`config.mk`:
```
export PLATFORM = sky130hd
export DESIGN_NAME = ffn_queue
export DESIGN_NICKNAME = d
export VERILOG_FILES = /design/src/rtl/ffn_pkg.sv /design/src/rtl/ffn_queue.sv
export SDC_FILE = /design/constraint.sdc
export NUM_CORES = 1
export LEC_CHECK = 0
export ABC_AREA = 1
export BUFFER_PORTS_ARGS = -buffer_cell sky130_fd_sc_hd__buf_2
export CAP_MARGIN = 20
export CORE_MARGIN = 10
export CORE_UTILIZATION = 49
export DETAILED_ROUTE_END_ITERATION = 8
export PLACE_DENSITY = 0.75
export SYNTH_ARGS = -nofsm -noshare
export SYNTH_HDL_FRONTEND = slang
export SYNTH_SLANG_ARGS = --single-unit
```
`constraint.sdc`:
```
create_clock -name clk -period 1.5 [get_ports clk]
set_input_delay 0.15 -clock clk [delete_from_list [all_inputs] [get_ports clk]]
set_output_delay 0.15 -clock clk [all_outputs]
set_load 0.02 [all_outputs]
```
`src/rtl/ffn_pkg.sv`:
```
// ----------------------------------------------------------------------------
// ffn_pkg
// Shared constants, request codes and state types of the face normal block.
// ----------------------------------------------------------------------------
package ffn_pkg;

  localparam int DEF_VERTEX_DEPTH = 4096;
  localparam int DEF_COORD_WIDTH  = 24;
  localparam int INDEX_WIDTH      = 12;
  localparam int NORMAL_WIDTH     = 16;
  localparam int MAG_WIDTH        = 31;
  localparam int SUM_WIDTH        = 64;
  localparam int ROOT_STEPS       = 32;
  localparam int ROOT_WIDTH       = 32;
  localparam int QUOT_WIDTH       = 17;
  localparam int FRAC_SHIFT       = 16;
  localparam int QUEUE_DEPTH      = 2;
  localparam int MUL_STEPS        = 6;
  localparam int SQ_PASSES        = 3;

  typedef enum logic {
    REQ_VERTEX = 1'b0,
    REQ_FACE   = 1'b1
  } req_t;

  typedef enum logic [2:0] {
    F_IDLE,
    F_RD_B,
    F_RD_C,
    F_PUSH
  } front_state_t;

  typedef enum logic [3:0] {
    B_IDLE,
    B_EDGE,
    B_MUL,
    B_MAG,
    B_NORM,
    B_SQ,
    B_SQRT,
    B_DIV,
    B_FIN
  } back_state_t;

endpackage

```
`src/rtl/ffn_queue.sv`:
```
// ----------------------------------------------------------------------------
// ffn_queue
// Short job queue between the vertex fetch front and the arithmetic back end.
// ----------------------------------------------------------------------------
module ffn_queue #(
  parameter int WIDTH = 8
) (
  input  logic             clk,
  input  logic             rst,
  input  logic             push,
  input  logic [WIDTH-1:0] wdata,
  input  logic             pop,
  output logic [WIDTH-1:0] rdata,
  output logic             full,
  output logic             empty
);
  import ffn_pkg::*;

  localparam int PW = $clog2(QUEUE_DEPTH);
  localparam int CW = $clog2(QUEUE_DEPTH + 1);

  logic [WIDTH-1:0] slots [QUEUE_DEPTH];
  logic [PW-1:0]    wptr;
  logic [PW-1:0]    rptr;
  logic [CW-1:0]    count;

  assign full  = (count == CW'(QUEUE_DEPTH));
  assign empty = (count == '0);
  assign rdata = slots[rptr];

  always_ff @(posedge clk) begin
    if (rst) begin
      wptr  <= '0;
      rptr  <= '0;
      count <= '0;
    end else begin
      if (push) begin
        wptr <= (wptr == PW'(QUEUE_DEPTH - 1)) ? '0 : wptr + 1'b1;
      end
      if (pop) begin
        rptr <= (rptr == PW'(QUEUE_DEPTH - 1)) ? '0 : rptr + 1'b1;
      end
      if (push && !pop) begin
        count <= count + 1'b1;
      end else if (pop && !push) begin
        count <= count - 1'b1;
      end
    end
  end

  always_ff @(posedge clk) begin
    if (push) begin
      slots[wptr] <= wdata;
    end
  end

endmodule

```
==> reports/qor.yml <==
worst_setup_path:
  start_kind: "register"
  crit_slowest_cell: "dfxtp_2"
  path_max_fanout: 8
  critPathTopFamily: "flip-flops"
  r2r-start: "wptr$_SDFFE_PP0P_"
  regToRegEndpoint: "slots[1][6]$_DFFE_PP_"
  cp_cell_sequence: "mux2_2, buf_2"
  worstSetupPathType: "reg2out"
  worstRegToRegCells: 2
  cp_data_arrival_time_ns: 1.26
  path_buf_inv: 1
  r2r_slack_ns: 0.47
  cp-end-kind: "primary output"
  max_stage_delay_ns: 0.45
  crit_required_ns: 1.35
place:
  place.gp.congestion: 0.674
  io_buffers: 21
  dp_cells: 96
  dpl.hpwl_um: 1070
  place_area_um2: 940
routing:
  routed_wl_um: 1380
  vias: 493
  routedWlPerCell_um: 13.8
  via_per_inst: 4.93
  drt-pass1-iter-count: 4
  drtAntennaViolNets: 0
  post-route-drc-count: 0
  first_iter_violations: 12
clock_tree:
  tritoncts: "yes"
  cts_buffer_depth: 2
  cts_hold_buf: 0
  cts-root-buf: "clkbuf_4"
  insertion_delay_ns: 0.30
  clock_sinks: 21
  clkSlewWorstSetupHoldPaths_ns: 0.11
  cts_buffers: 3
  htree_levels: 1
yosys:
  synth_seq_area_share_pct: 71.6
  synth_most_common_cell: "edfxtp_1"
  synth_nets: 71
  yosys_most_used_dff: "edfxtp_1"
  synth_area_um2: 811
  yosysTopAreaCellShare_pct: 59.3
  ys_top_cells_by_count: "edfxtp_1 (16), inv_1 (8), mux2_2 (8)"
  synth_edf_count: 16
  async_flop_share_pct: 0
  synthTopCellsByArea: "edfxtp_1 (59%), dfxtp_1 (12%), mux2_2 (11%), inv_1 (3.7%), nor2_1 (3.2%)"
  yosys.area.top_type: "edfxtp_1"
  synth-seq-cells: 21
  syn_avg_cell_area_um2: 14.0
  yosysWarnings: 0
  synth_cell_type_count: 16
  syn_inst: 58
sta:
  finalCritPeriodShare_pct: 93.7
  max_freq_mhz: 712
  setup_tns_ns: 0
  worst_pin_slew_ns: 0.368
  hold_viol: 0
  rsz0062_at_grt: "no"
  setup_viol: 0
  hold_slack_ns: 0.0326
  fin_skew_ns: 0.00419
  slew_headroom_pct: 75.5
  min_period_ns: 1.41
  drv_slew: 0
floorplan:
  die_y_um: 60.7
  io_pins: 22
  die_x_um: 60.7
  initial_core_util_pct: 52.6
  design.core.area_um2: 1540
  row_count: 14
  die_area_um2: 3680
power_and_ir_drop:
  p_leak_nw: 0.418
  power.density_nw_per_um2: 1160
  ir_worst_vdd_mv: 0.913
flow_run:
  maxCapViolations: 0
layout:
  fin_nets: 98
  fill_cells: 133
  syn_to_final_growth_pct: 19.3
  fin_cells: 100
  final_cell_area_um2: 967
  antenna_cells: 0
  drive_above_1_share_pct: 44.0
global_routing:
  grt_pass1_vias: 514
  grt_overflow: 0
  grt_pass1_wl_um: 2170
  grt_max_degree: 12
  gr-usage-met3_pct: 3.76
  antenna_found_initial: 0
  grt.total_usage_pct: 8.13
  grtUsageMet1_pct: 7.56
  grt-busiest-layer: "met2"
  grt_use_met2_pct: 13.7
worst_hold_path:
  worstHoldPathCells: 1
  min_from: "wdata[2]"
  hold_path.class: "in2reg"
  min_to: "slots[1][2]$_DFFE_PP_"
status:
  status: "finished, final reports clean"
## kinds of logic after synthesis
family,synth area share (%)
buffers and inverters,5.56
AO/OA/AOI/OAI,1.23
adder cells (fa/ha/maj),1.54
AND/OR/NAND/NOR,7.87
multiplexers,11.1
flip-flops,71.6
XOR/XNOR,1.08
## cells in the final DEF, fill, tap and decap left out, drive strengths merged
| cell type | n |
|---|---|
| a21oi | 1 |
| buf | 23 |
| clkbuf | 4 |
| dfxtp | 5 |
| edfxtp | 16 |
| ha | 1 |
| inv | 9 |
| mux2 | 8 |
| nand2 | 5 |
| nand3 | 1 |
| nand4 | 1 |
| nor2 | 7 |
| nor3 | 1 |
| o21ai | 1 |
| xnor2 | 1 |
## through the flow
step / total power, mW / setup WS [ns] / utilization (%)
5_1_grt: 1.17 / 0.0341 / 62.7
4_1_cts: 1.13 / 0.0745 / 62.7
3_3_place_gp: 0.871 / 0.303 / 61.0
6_report: 1.12 / 0.0949 / 62.7
2_1_floorplan: 0.814 / 0.442 / -
3_5_place_dp: 0.878 / 0.292 / 61.0
## metal layers
| layer | vias up | share of wire, % |
|---|---|---|
| met1 | 225 | 40 |
| met3 | 5 | 10 |
| li1 | 248 | - |
| met2 | 15 | 47 |
| met5 | - | 0 |
| met4 | 0 | 2.8 |
## cell type report
cell class                      count  area (um2)  area share, %
Clock buffer                        4        26.3           2.72
Inverter                            9        33.8           3.49
Multi-Input combinational cell     27         185           19.1
Sequential cell                    21         582           60.2
Tap cell                           16        20.0           2.07
Timing Repair Buffer               23         120           12.4
## flip-flops by register name (all words and copies together) (netlist names), named ones only
signal  count
wptr        1
rptr        1
count       2
slots      16
## worst reg2reg max path, stage by stage, from the launching register on
cell,delay [ns]
dfxtp_1,0.37
nand2_1,0.05
inv_1,0.28
## worst max-delay path by stage
| stage | to | slack [ns] | cells past startpoint |
|---|---|---|---|
| after floorplan | slots[0][0]$_DFFE_PP_ | 0.44 | 1 |
| after global placement | rdata[3] | 0.30 | 2 |
| after detailed placement | rdata[4] | 0.29 | 2 |
| after CTS | rdata[4] | 0.07 | 2 |
| after global routing | rdata[7] | 0.03 | 2 |
| final | rdata[4] | 0.09 | 2 |
## where the power goes
group | total, mW | internal (mW) | switching [mW]
clock network | 0.261 | 0.104 | 0.157
registers | 0.687 | 0.666 | 0.0213
logic | 0.175 | 0.0754 | 0.0993
## timing repair
item / 4_1_cts / 5_1_grt
setup buffers: 0 / 0
gates resized for setup: 1 / 0
setup endpoints to repair: 8 / 0
Power figures use the tool's default switching activity.
